<file path="src/signed_integer_to_radix_text_assert.svh">
// Assertion macros for the signed integer to radix text block.
`ifndef SIGNED_INTEGER_TO_RADIX_TEXT_ASSERT_SVH
`define SIGNED_INTEGER_TO_RADIX_TEXT_ASSERT_SVH

`ifndef SYNTHESIS

// Implication in the same cycle, checked outside reset
`define SIRT_ASSERT_IMP(lbl, clk, rst_n, ante, cons, msg) \
    lbl: assert property (@(posedge clk) disable iff (!rst_n) (ante) |-> (cons)) \
        else $error(msg);

// Implication in the next cycle, checked outside reset
`define SIRT_ASSERT_NXT(lbl, clk, rst_n, ante, cons, msg) \
    lbl: assert property (@(posedge clk) disable iff (!rst_n) (ante) |=> (cons)) \
        else $error(msg);

`else

`define SIRT_ASSERT_IMP(lbl, clk, rst_n, ante, cons, msg)
`define SIRT_ASSERT_NXT(lbl, clk, rst_n, ante, cons, msg)

`endif

`endif

</file>
<file path="src/sirt_pkg.sv">
// Types, character codes and digit encoding for the radix text converter.
package sirt_pkg;

    typedef enum logic [2:0] {
        S_IDLE,
        S_DIV,
        S_SIGN,
        S_READ,
        S_EMIT
    } t_state;

    typedef logic [5:0] t_digit;
    typedef logic [6:0] t_char;

    localparam t_char  CHAR_ZERO    = 7'h30;
    localparam t_char  CHAR_MINUS   = 7'h2D;
    localparam t_char  CHAR_LOWER_A = 7'h61;
    localparam t_digit RADIX_RESET  = 6'd10;
    localparam t_digit RADIX_MIN    = 6'd2;
    localparam t_digit RADIX_MAX    = 6'd36;
    localparam t_digit DIGIT_TEN    = 6'd10;

    // Map a digit value to its ASCII code
    function automatic t_char digit_char(input t_digit d);
        t_char c;
        if (d < DIGIT_TEN) begin
            c = CHAR_ZERO + {1'b0, d};
        end else begin
            c = CHAR_LOWER_A + {1'b0, d - DIGIT_TEN};
        end
        return c;
    endfunction

    // Clamp the programmed base into the supported range
    function automatic t_digit clamp_radix(input t_digit r);
        t_digit e;
        if (r < RADIX_MIN) begin
            e = RADIX_MIN;
        end else if (r > RADIX_MAX) begin
            e = RADIX_MAX;
        end else begin
            e = r;
        end
        return e;
    endfunction

endpackage

</file>
<file path="src/signed_integer_to_radix_text.sv">
// Signed integer to ASCII text converter in a programmable base.
//
// Input channel (i_valid, o_stall, i_value): one signed value per transfer.
// Output channel (o_valid, i_stall, o_character, o_last): one ASCII character
// per transfer, most significant first; a '-' leads any negative value and
// o_last marks the final character of the run.
// i_cfg_wen / i_cfg_wdata write the base (2..36, clamped); write only while idle.
//
// Each digit is produced by a bit-serial restoring divider that shifts the
// magnitude through one bit per cycle, over all VALUE_WIDTH bits per digit.
// Digits are kept in a small digit store and read back in reverse order.
// One value is converted at a time; the next value is taken once the last
// character has entered the output register.
// Reset returns the base to 10 and empties the pipeline; a stalled receiver
// holds the output register and the converter waits for it.
module signed_integer_to_radix_text #(
    parameter int VALUE_WIDTH = 32
) (
    input  logic                   i_clk,
    input  logic                   i_rst_n,
    input  logic                   i_cfg_wen,
    input  logic [5:0]             i_cfg_wdata,
    input  logic                   i_valid,
    output logic                   o_stall,
    input  logic [VALUE_WIDTH-1:0] i_value,
    output logic                   o_valid,
    input  logic                   i_stall,
    output logic [6:0]             o_character,
    output logic                   o_last
);

    import sirt_pkg::*;

    `include "signed_integer_to_radix_text_assert.svh"

    localparam int BW = (VALUE_WIDTH > 1) ? $clog2(VALUE_WIDTH) : 1;
    localparam int CW = $clog2(VALUE_WIDTH + 1);

    t_state r_state, n_state;

    t_digit                r_radix;
    t_digit                r_radix_eff;
    logic                  r_neg;
    logic [VALUE_WIDTH-1:0] r_mag;
    t_digit                r_rem;
    logic [BW-1:0]         r_bit;
    logic [CW-1:0]         r_count;
    t_digit                r_rd_data;
    logic                  r_out_valid;
    t_char                 r_char;
    logic                  r_last;

    t_digit digit_mem [VALUE_WIDTH];

    logic                   in_xfer;
    logic                   out_free;
    logic                   out_load;
    t_char                  load_char;
    logic                   load_last;
    logic [6:0]             trial;
    logic                   ge;
    logic [6:0]             diff;
    t_digit                 rem_next;
    logic [VALUE_WIDTH-1:0] quot_next;
    logic                   bit_end;
    logic                   quot_zero;
    logic [VALUE_WIDTH-1:0] in_mag;

    // Divider datapath: one restoring step per cycle
    assign trial     = {r_rem, r_mag[VALUE_WIDTH-1]};
    assign ge        = (trial >= {1'b0, r_radix_eff});
    assign diff      = trial - {1'b0, r_radix_eff};
    assign rem_next  = ge ? diff[5:0] : trial[5:0];
    assign quot_next = {r_mag[VALUE_WIDTH-2:0], ge};
    assign bit_end   = (r_bit == BW'(VALUE_WIDTH - 1));
    assign quot_zero = (quot_next == '0);
    assign in_mag    = i_value[VALUE_WIDTH-1] ? (~i_value + 1'b1) : i_value;

    assign out_free = !r_out_valid || !i_stall;
    assign in_xfer  = i_valid && !o_stall;

    // Next state
    always_comb begin
        n_state = r_state;
        unique case (r_state)
            S_IDLE: begin
                if (i_valid) begin
                    n_state = S_DIV;
                end
            end
            S_DIV: begin
                if (bit_end && quot_zero) begin
                    n_state = S_SIGN;
                end
            end
            S_SIGN: begin
                if (!r_neg || out_free) begin
                    n_state = S_READ;
                end
            end
            S_READ: begin
                n_state = S_EMIT;
            end
            S_EMIT: begin
                if (out_free) begin
                    n_state = (r_count == '0) ? S_IDLE : S_READ;
                end
            end
            default: begin
                n_state = S_IDLE;
            end
        endcase
    end

    // State outputs
    always_comb begin
        o_stall   = 1'b1;
        out_load  = 1'b0;
        load_char = CHAR_MINUS;
        load_last = 1'b0;
        unique case (r_state)
            S_IDLE: begin
                o_stall = 1'b0;
            end
            S_SIGN: begin
                out_load = r_neg && out_free;
            end
            S_EMIT: begin
                out_load  = out_free;
                load_char = digit_char(r_rd_data);
                load_last = (r_count == '0);
            end
            default: begin
                out_load = 1'b0;
            end
        endcase
    end

    // Hold state and configuration
    always_ff @(posedge i_clk) begin
        if (!i_rst_n) begin
            r_state <= S_IDLE;
            r_radix <= RADIX_RESET;
        end else begin
            r_state <= n_state;
            if (i_cfg_wen) begin
                r_radix <= i_cfg_wdata;
            end
        end
    end

    // Advance the divider and the digit count
    always_ff @(posedge i_clk) begin
        if (!i_rst_n) begin
            r_count <= '0;
        end else if (in_xfer) begin
            r_count <= '0;
        end else if (r_state == S_DIV && bit_end) begin
            r_count <= r_count + 1'b1;
        end else if (r_state == S_READ) begin
            r_count <= r_count - 1'b1;
        end
    end

    always_ff @(posedge i_clk) begin
        if (in_xfer) begin
            r_neg       <= i_value[VALUE_WIDTH-1];
            r_mag       <= in_mag;
            r_radix_eff <= clamp_radix(r_radix);
            r_rem       <= '0;
            r_bit       <= '0;
        end else if (r_state == S_DIV) begin
            r_mag <= quot_next;
            if (bit_end) begin
                r_rem <= '0;
                r_bit <= '0;
            end else begin
                r_rem <= rem_next;
                r_bit <= r_bit + 1'b1;
            end
        end
    end

    // Digit store: write each finished digit, read back in reverse
    always_ff @(posedge i_clk) begin
        if (r_state == S_DIV && bit_end) begin
            digit_mem[r_count[BW-1:0]] <= rem_next;
        end
    end

    always_ff @(posedge i_clk) begin
        if (r_state == S_READ) begin
            r_rd_data <= digit_mem[r_count[BW-1:0] - 1'b1];
        end
    end

    // Output register
    always_ff @(posedge i_clk) begin
        if (!i_rst_n) begin
            r_out_valid <= 1'b0;
        end else if (out_load) begin
            r_out_valid <= 1'b1;
        end else if (!i_stall) begin
            r_out_valid <= 1'b0;
        end
    end

    always_ff @(posedge i_clk) begin
        if (out_load) begin
            r_char <= load_char;
            r_last <= load_last;
        end
    end

    assign o_valid     = r_out_valid;
    assign o_character = r_char;
    assign o_last      = r_last;

    `SIRT_ASSERT_NXT(a_accept_starts_div, i_clk, i_rst_n,
        in_xfer, r_state == S_DIV, "transfer in did not start division")
    `SIRT_ASSERT_IMP(a_rem_below_radix, i_clk, i_rst_n,
        r_state == S_DIV, r_rem < r_radix_eff, "remainder not below base")
    `SIRT_ASSERT_IMP(a_count_bound, i_clk, i_rst_n,
        1'b1, r_count <= CW'(VALUE_WIDTH), "digit count beyond value width")
    `SIRT_ASSERT_IMP(a_no_overwrite, i_clk, i_rst_n,
        out_load && r_out_valid, !i_stall, "output register overwritten while stalled")

endmodule
</file>
<file path="config.mk">
export PLATFORM = sky130hd
export DESIGN_NAME = signed_integer_to_radix_text
export DESIGN_NICKNAME = d
export VERILOG_FILES = /design/src/sirt_pkg.sv /design/src/signed_integer_to_radix_text.sv
export VERILOG_INCLUDE_DIRS = /design/src /design/src/src
export SDC_FILE = /design/constraint.sdc
export NUM_CORES = 1
export LEC_CHECK = 0
export ABC_AREA = 1
export BUFFER_PORTS_ARGS = -buffer_cell sky130_fd_sc_hd__buf_2
export CORE_ASPECT_RATIO = 0.8
export CORE_MARGIN = 3
export CORE_UTILIZATION = 53
export DETAILED_ROUTE_END_ITERATION = 16
export GPL_TIMING_DRIVEN = 0
export HOLD_SLACK_MARGIN = 0.08
export PLACE_DENSITY = 0.67
export SLEW_MARGIN = 30
export SYNTH_ARGS = -nofsm -noshare
export SYNTH_HDL_FRONTEND = slang
export SYNTH_SLANG_ARGS = --single-unit
</file>
<file path="constraint.sdc">
create_clock -name i_clk -period 3.45 [get_ports i_clk]
set_clock_uncertainty 0.1 [all_clocks]
set_input_delay 0.1725 -clock i_clk [delete_from_list [all_inputs] [get_ports i_clk]]
set_output_delay 0.1725 -clock i_clk [all_outputs]
set_load 0.02 [all_outputs]
</file>
=== After elaboration in Yosys (flattened, before gate mapping) ===
Memory sizes are Yosys's and may differ from the RTL's. A register that Yosys moved wholly into a read port is not among the register bits.
Cells that the tools add are included.

* Logic and storage cells: 77
* Output and inout port bits: 10
* Memories kept: 1
* Memory bits (writable): 192
* Register bits after elaboration: 74

* Add/subtract/negate cells: 9
* Reductions and logical operators: 17
* Eq/ne operators: 10
* Multiplexer cells: 22
* Order comparisons: 4
* Bitwise logic cells: 2

{| class="wikitable"
|+ Memory list
! memory !! depth !! width !! read ports !! clocked after Yosys merged registers in !! wr ports !! RTL line !! source
|-
| digit_mem || 32 || 6 || 1 || 1 || 1 || signed_integer_to_radix_text.sv:53 || <nowiki>t_digit digit_mem [VALUE_WIDTH];</nowiki>
|}

{| class="wikitable"
|+ Operators by type and width
! cell !! number
|-
| two-way mux 32 bit || 3
|-
| adder 32 x 1 -> 32 bit, second input constant || 1
|-
| logical NOT 32 bit || 1
|-
| NOT 32 bit || 1
|-
| two-way mux 6 bit || 5
|-
| case mux 3 bit (5 select lines) || 1
|-
| two-way mux 3 bit || 4
|-
| != test 2 bit, second input constant || 4
|-
| adder 6 x 6 -> 7 bit, first input constant || 1
|-
| adder 7 x 6 -> 7 bit, first input constant || 1
|-
| >= comparator 7 x 6 -> 1 bit || 1
|-
| two-way mux 7 bit || 1
|-
| adder 6 x 1 -> 6 bit, second input constant || 1
|-
| equality test 3 x 2 -> 1 bit, second input constant || 2
|-
| greater-than comparator 6 bit, second input constant || 1
|-
| logical NOT 6 bit || 1
|-
| less-than comparator 6 x 2 -> 1 bit, second input constant || 1
|-
| less-than comparator 6 x 4 -> 1 bit, second input constant || 1
|-
| subtractor 6 x 1 -> 6 bit, second input constant || 1
|-
| subtractor 6 x 4 -> 6 bit, second input constant || 1
|-
| subtractor 6 bit || 1
|-
| adder 5 x 1 -> 5 bit, second input constant || 1
|-
| equality test 5 bit, second input constant || 1
|-
| two-way mux 1 bit || 5
|-
| other kinds (15) || 23
|}

=== Depth between registers and ports, before layout ===
Gate-level depths: netlist of the first run.

* Word-level depth: 5
* Mapped depth: 16
* Gate-level depth less buffers: 16

=== Worst setup path after synthesis of the first run ===
Ideal clock, no wire load.

* Kind: reg2reg
* Start: reg r_radix_eff[2]
* End: mem digit_mem[0][1] in the netlist's numbering (data pin)
* Setup slack: 0.910 ns
* Arrival: 2.072 ns
* Cell stages (with the launch flop): 10
* Period minus slack after synthesis: 2.540 ns
* Data required time: 2.982 ns
* Cell sequence: edfxtp_1 -> inv_1 -> ha_1 -> a21oi_1 -> nand2_1 -> nand2_1 -> nand2_1 -> nor2_2 -> inv_1 -> o21ai_1

* Word-level cells in the longest chain between the ends: 2

{| class="wikitable"
|+ RTL lines
! element !! RTL line !! source
|-
| start, declared || signed_integer_to_radix_text.sv:42 || <nowiki>t_digit r_radix_eff;</nowiki>
|-
| start signal, assigned || signed_integer_to_radix_text.sv:169 || <nowiki>r_radix_eff <= clamp_radix(r_radix);</nowiki>
|-
| >= comparator 7 x 6 -> 1 bit || signed_integer_to_radix_text.sv:71 || <nowiki>assign ge = (trial >= {1'b0, r_radix_eff});</nowiki>
|-
| two-way mux 6 bit || signed_integer_to_radix_text.sv:73 || <nowiki>assign rem_next = ge ? diff[5:0] : trial[5:0];</nowiki>
|-
| net rem_next[1] || signed_integer_to_radix_text.sv:63 || <nowiki>t_digit rem_next;</nowiki>
|-
| end, declared || signed_integer_to_radix_text.sv:53 ||
|}

The timed path passes the listed nets, and every way through them passes these cells.

=== Final worst setup path of the first run ===
* Start: reg r_count[0]
* End: reg r_rd_data[4] (read register of digit_mem) (data pin)

* Word-level cells in the longest chain between the ends: 1

{| class="wikitable"
|+ RTL lines
! element !! RTL line !! source
|-
| start, declared || signed_integer_to_radix_text.sv:47 || <nowiki>logic [CW-1:0] r_count;</nowiki>
|-
| start signal, assigned || signed_integer_to_radix_text.sv:159 || <nowiki>r_count <= r_count + 1'b1;</nowiki>
|-
| start signal, assigned || signed_integer_to_radix_text.sv:161 || <nowiki>r_count <= r_count - 1'b1;</nowiki>
|-
| subtractor 5 x 1 -> 5 bit || signed_integer_to_radix_text.sv:193 || <nowiki>r_rd_data <= digit_mem[r_count[BW-1:0] - 1'b1];</nowiki>
|-
| end, declared || signed_integer_to_radix_text.sv:48 || <nowiki>t_digit r_rd_data;</nowiki>
|}

No other way between the ends.
A chain may end at the register's enable or synchronous reset.

==> summary.txt, run 1 <==
Run status
  – Status: completed

Routing
  – DRT Wirelength: ~32 mm
  – Antenna viol nets, final: 0
  – # DRC: 0
  – DR vias: 9,742
  – Pre-Repair DR Iteration Count: 5
  – 1st-iter DRT viols: 1,132
  – Routed vias/inst: 5.62
  – DR WL/cell: 18.3 um

STA
  – Worst Tran Pin Value: 913 ps
  – RSZ-0062 raised after global routing: no
  – TNS Setup: 0 ps
  – Max Slew Vio Count: 0
  – Min Hold Slack: between 300 and 400 ps
  – Min Clock Period, post-route: 3280 ps
  – Worst setup margin: 166 ps
  – Slew margin rel.: about 39%
  – Final number of setup-violating endpoints: 0
  – Fin crit share: a little over nine tenths
  – Count of final hold-check violations: 0
  – Highest clock rate: 305 MHz

GRT
  – First-pass GRT wire length: between 40 and 50 mm
  – Antenna violations before repair: 0
  – GRT Util Overall: 24.0%
  – GR Overflow Total: 0
  – Largest net degree at the start of global routing: 34
  – Number of global-route vias before repair: around 9,000

Floorplan
  – # rows: 50
  – Initial Utilization: 54.2%
  – I/O pin count: 53
  – Core Box Area: approximately 24,000 um^2
  – Die Footprint: 26,000 um^2
  – DIE HEIGHT: approximately 140 um
  – Die span in x: 179 um

Logic synthesis
  – Top cell type by total area after synthesis: edfxtp_1
  – Yosys reg bits: 272
  – Synth warnings: 0
  – Synth top area share: 57.7%
  – Ys async rst share: 0%
  – Cells after Synth: 1,264
  – Number of synthesized flops with an enable pin: 245
  – Most used DFF post-synth: edfxtp_1
  – Synthesized net count: 1,330
  – Seq/Total Area, Yosys: 61.9%
  – Area contributors post-synth: edfxtp_1 58%, nor2_1 7.2%, o21ai_0 6.1%, nand2_1 6.1%, dfxtp_1 4.2%
  – Avg Cell Area, Syn: 10.1 um^2
  – Library cells used by synthesis: 42
  – Mapped cell area: around 13,000 um^2

Worst setup path
  – Crit path top cell by count: nand2_1
  – CP Capture Type: flip-flop
  – Crit Path Class: reg -> reg
  – Crit path launch type: flip-flop
  – Maximum fanout along the worst path: 11
  – Arrival time worst endpoint: 3570 ps
  – Slowest stage cell, crit path: dfxtp_1
  – CP Data Required Time: 3740 ps
  – Max incr delay on CP: 430 ps
  – Crit-path cells: buf_4 > inv_4 > buf_6 > buf_6 > ha_1 > buf_2 > buf_4 > buf_2 > o21ai_0 > o21ai_0 > o211ai_1 > nand2_1 > nand2_1 > nand2_1
  – Flop2flop setup slack: 170 ps

Power and ir drop
  – Comb power frac: 26.0%
  – Switch share: 31.0%
  – Max rail drop VDD: 0.736 mV
  – NetSw: between 3 and 4 mW
  – Int Pwr: 7.24 mW
  – Seq pwr share: 46.0%
  – Static leakage: 5.70 nW
  – Clock share of power: between 20 and 30%
  – Pwr Density: around 700 nW/um^2

Clock tree
  – CTS root buf: clkbuf_16
  – CTS H-tree depth: 1
  – Worst-Skew Late Latency: 530 ps
  – Number of buffers created by CTS: 27
  – CTS tree: done
  – CTS max path bufs: 3
  – Sink Count: 272
  – Clk slew on worst S/H paths: roughly 60 ps

Placed design
  – Worst slack, placed: 230 ps
  – Dpl cells: 1,632
  – I/O Buffers: 52
  – Dpl hpwl: 22.1 mm
  – Final RePlAce weighted congestion: around 0.93

Cells and area
  – Nets: 1,469
  – Area Growth Syn to Fin: 17.3%
  – Util after Layout: 63.6%
  – Fin cells: 1,733
  – Share of layout cells above drive strength 1: 11.1%
  – Antenna cells: 0
  – Most frequent cells in the layout: 246 x nor2_1, 245 x edfxtp_1, 206 x nand2_1
  – Most common cell after layout, fill and taps aside: nor2_1

Min path
  – HP Class: in -> reg

Job
  – MaxCap Viol Count: 0
routing by layer:
metal | global-route usage [%] | up-vias | wire length [um]
met5 | 0 | - | 0
li1 | - | 4645 | -
met3 | 5.37 | 60 | 2810
met4 | 6.10 | 0 | 779
met2 | 36.0 | 401 | 13500
met1 | 35.8 | 4636 | 14700
worst paths after layout:
path / cells past startpoint / end / from
setup / recovery: 14 / r_rd_data[4]$_DFFE_PP_ / r_count[0]$_SDFFE_PP0P_
hold / removal: 2 / r_neg$_DFFE_PP_ / i_value[31]
setup reg to reg: 14 / r_rd_data[4]$_DFFE_PP_ / r_count[0]$_SDFFE_PP0P_
hold reg to reg: 2 / r_bit[4]$_SDFFE_PP0P_ / r_bit[4]$_SDFFE_PP0P_
synthesized netlist by cell type, types with 2 or more instances:
cell and n:
buf_6 6, clkbuf_1 13, nor3_1 11, xnor2_1 11, nor2_2 4, inv_1 80
dfxtp_1 27, and2_1 2, buf_4 9, nand2_1 206, or2_2 3, nand3_1 50
nand4_1 11, inv_2 2, o21ai_2 5, buf_2 24, ha_1 21, a21oi_1 26
fa_1 2, o21ai_1 13, edfxtp_1 245, nand3b_1 4, o211ai_1 52, o21ai_0 155
nor2_1 246, xor2_1 16, nand2_2 4, a31oi_1 2
final cells by class:
type | count | area (um^2)
clock buffers | 34 | 702
clock inverters | 13 | 168
plain buffers | 53 | 309
well taps | 312 | 390
inverters | 83 | 314
flip-flops and latches | 272 | 7900
multi-input cells | 856 | 4280
fillers | 1930 | 8560
repair buffers | 110 | 898
power groups by stage:
stage	sequential, mW	clock [mW]	combinational, mW
floorplan	4.87	0	1.39
global placement	4.95	0	2.24
detailed placement	4.89	0	2.66
CTS	4.83	2.97	2.72
global route	4.85	3.11	2.97
finish	4.83	2.94	2.73
registers in the layout, indices dropped and copies added, names as in the netlist:
| signal | flops |
|---|---|
| digit_mem | 192 |
| r_mag | 32 |
| o_character | 7 |
| r_count | 6 |
| r_radix | 6 |
| r_radix_eff | 6 |
| r_rd_data | 6 |
| r_rem | 6 |
| r_bit | 5 |
| r_state | 3 |
| o_last | 1 |
| o_valid | 1 |
| r_neg | 1 |
through the flow:
step	power (mW)	instance area [um^2]
2_1_floorplan	6.27	12800
3_3_place_gp	7.18	13400
3_5_place_dp	7.55	13600
4_1_cts	10.5	15000
5_1_grt	10.9	15000
6_report	10.5	15000
cell families (layout without fill, tap and decap cells):
family                     Yosys count  after routing  share of synthesized area, %
AOI/OAI and AO/OA                  258            258                          11.4
xor gates and xnor gates            28             28                          1.98
adders and majority gates           23             23                          2.37
buffers and inverters              136            293                          4.87
DFF                                272            272                          61.9
and+or+nand+nor                    547            547                          17.5
worst max-delay path, delay by kind of cell, from the launching register on:
| family | cells | cell delay, ps |
|---|---|---|
| and+or+nand+nor | 3 | 240 |
| DFF | 1 | 430 |
| buffers and inverters | 7 | 1340 |
| adders and majority gates | 1 | 270 |
| AOI/OAI and AO/OA | 3 | 750 |
timing repair:
action / CTS / global route
resized for setup: 0 / 4
hold buffers: 54 / 0
endpoints found under the setup margin: 0 / 5
setup buffers: 0 / 0
hold endpoints to repair: 45 / 0
(Power assumes the default switching activity.)
==> run 2, diff against run 1 <==
Settings changed: MAX_ROUTING_LAYER set to met4.
==> run 2 against run 1 <==
Net effect:
- routed wire length up 1.5%
- first-iteration DRC count up 1.6%
- register-to-register slack about the same
- non-clock buffer count unchanged
==> summary.txt, run 2 (synthesized netlist as in run 1, its figures left out) <==
Run status
  – Status: completed (unchanged)

Placed design
  – Final RePlAce weighted congestion: 0.966 (was 0.932)
  – Worst slack, placed: 170 ps (was 230 ps)
  – Dpl cells: 1,632 (unchanged)
  – I/O Buffers: 52 (unchanged)
  – Dpl hpwl: 22.3 mm (was 22.1 mm)

Worst setup path
  – Worst R2R End: r_rd_data[4]$_DFFE_PP_ (unchanged)
  – Crit. Startpoint: r_count[0]$_SDFFE_PP0P_ (unchanged)
  – Crit Path Class: reg -> reg (unchanged)
  – CP Data Required Time: 3750 ps (was 3740 ps)
  – Maximum fanout along the worst path: 11 (unchanged)
  – Worst Reg-to-Reg Cells: 14 (unchanged)
  – Critical Path Sink: r_rd_data[4]$_DFFE_PP_ (unchanged)
  – Arrival time worst endpoint: 3580 ps (was 3570 ps)
  – Crit path launch type: flip-flop (unchanged)
  – CP Capture Type: flip-flop (unchanged)
  – Reg2Reg Launch Point: r_count[0]$_SDFFE_PP0P_ (unchanged)
  – Flop2flop setup slack: 180 ps (was 170 ps)

Clock tree
  – CTS tree: done (unchanged)
  – Number of buffers created by CTS: 28 (was 27)
  – Sink Count: 272 (unchanged)
  – CTS H-tree depth: 1 (unchanged)
  – Worst-Skew Late Latency: 540 ps (was 530 ps)
  – Post-CTS Setup Inserts: 0 (unchanged)
  – Clk slew on worst S/H paths: 60 ps (about the same)
  – CTS max path bufs: 3 (unchanged)
  – CTS root buf: clkbuf_16 (unchanged)

STA
  – TNS Setup: 0 ps (unchanged)
  – RSZ-0062 raised after global routing: no (unchanged)
  – Fin crit share: 94.9% (was 95.2%)
  – Final number of setup-violating endpoints: 0 (unchanged)
  – Min Clock Period, post-route: 3270 ps (was 3280 ps)
  – Max Slew Vio Count: 0 (unchanged)
  – Worst setup margin: 177 ps (was 166 ps)
  – Slew margin rel.: 38.9% (about the same)
  – Count of final hold-check violations: 0 (unchanged)
  – Worst Tran Pin Value: 913 ps (about the same)
  – Highest clock rate: 306 MHz (was 305 MHz)

Cells and area
  – Most frequent cells in the layout: 246 x nor2_1, 245 x edfxtp_1, 206 x nand2_1 (unchanged)
  – Area Growth Syn to Fin: 17.9% (was 17.3%)
  – Max reg flops: 192 (unchanged)
  – Fin cells: 1,738 (was 1,733)
  – Share of layout cells above drive strength 1: 11.4% (was 11.1%)
  – Util after Layout: 64.0% (was 63.6%)
  – Most common cell after layout, fill and taps aside: nor2_1 (unchanged)
  – Nets: 1,470 (was 1,469)
  – Antenna cells: 0 (unchanged)

Routing
  – Routed vias/inst: 5.63 (was 5.62)
  – # DRC: 0 (unchanged)
  – DR vias: 9,785 (was 9,742)
  – Pre-Repair DR Iteration Count: 6 (was 5)
  – Antenna viol nets, final: 0 (unchanged)
  – DR WL/cell: 18.6 um (was 18.3 um)
  – DRT Wirelength: 32.2 mm (was 31.8 mm)
  – 1st-iter DRT viols: 1,150 (was 1,132)

Floorplan
  – I/O pin count: 53 (unchanged)
  – DIE HEIGHT: 145 um (unchanged)
  – Die span in x: 179 um (unchanged)
  – # rows: 50 (unchanged)
  – Core Box Area: 23,500 um^2 (unchanged)
  – Initial Utilization: 54.2% (unchanged)
  – Die Footprint: 26,000 um^2 (unchanged)

Power and ir drop
  – Static leakage: 5.74 nW (was 5.70 nW)
  – Total Power: 10.7 mW (was 10.5 mW)
  – Pwr Density: 711 nW/um^2 (was 702 nW/um^2)
  – Max rail drop VDD: 0.885 mV (was 0.736 mV)

GRT
  – Largest net degree at the start of global routing: 34 (unchanged)
  – Number of global-route vias before repair: 9,043 (was 8,967)
  – Met3 usage: 5.55% (was 5.37%)
  – GRT met2 Usage: 36.8% (was 36.0%)
  – Antenna violations before repair: 0 (unchanged)
  – Most used routing layer: met2 (unchanged)
  – GR Overflow Total: 0 (unchanged)
  – GRT Util Overall: 25.0% (was 24.0%)
  – Routing usage on met1: 36.0% (was 35.8%)
  – First-pass GRT wire length: 49.3 mm (was 48.9 mm)

Min path
  – HP Class: in -> reg (unchanged)

Job
  – MaxCap Viol Count: 0 (unchanged)
## run 2: changes by cell type in the layout (fill, tap and decap cells not counted), sizes merged
cell | before | now
clkinv | 6 | 12
clkinvlp | 3 | 2
## run 2: power by group
group          switching [mW]  total (mW)  internal [mW]
logic                    1.95        2.79          0.841
clock network            1.25        3.08           1.83
registers               0.125        4.83           4.70
total                    3.32        10.7           7.38
## run 2: area by class of cell
cell class / count / area (um^2)
sequential: 272 / 7900
inverter: 83 / 314
buffer: 53 / 309
clock inverter: 18 / 194
fill: 1863 / 8480
clock buffer: 34 / 744
multi-input combinational: 856 / 4280
tap: 312 / 390
timing repair buffer: 110 / 911
## run 2: layer usage
| layer | vias up | share of wire (%) |
|---|---|---|
| met5 | - | 0 |
| met4 | 0 | 1.9 |
| met3 | 50 | 9.0 |
| met2 | 373 | 43 |
| met1 | 4693 | 46 |
| li1 | 4669 | - |
## run 2: metrics by stage
stage | cell area, um^2 | hold slack, ps
finish | 15000 | 310
global route | 15000 | 303
CTS | 15000 | 269
detailed placement | 13600 | 280
global placement | 13400 | 283
floorplan | 12800 | 171
## run 2: worst min-delay path by stage
stage,start,endpoint,depth (start not counted),slack (ps)
floorplan,i_value[31],r_neg$_DFFE_PP_,0,170
global placement,i_value[31],r_neg$_DFFE_PP_,1,280
detailed placement,i_value[31],r_neg$_DFFE_PP_,1,280
CTS,i_value[31],r_neg$_DFFE_PP_,2,270
global route,i_value[31],r_neg$_DFFE_PP_,2,300
finish,i_value[31],r_neg$_DFFE_PP_,2,310
## run 2: repair_timing
item	in CTS	in global routing
endpoints found under the setup margin	0	3
gates resized for setup	0	4
hold buffers	54	0
endpoints found under the hold margin	45	0
## run 2: worst max-delay path, cell delays in order, from the launching register on
cell,delay (ps)
dfxtp_1,440
buf_4,250
inv_4,100
buf_6,160
buf_6,150
ha_1,270
buf_2,160
buf_4,210
buf_2,300
o21ai_0,120
o21ai_0,450
o211ai_1,190
nand2_1,100
nand2_1,50
nand2_1,80
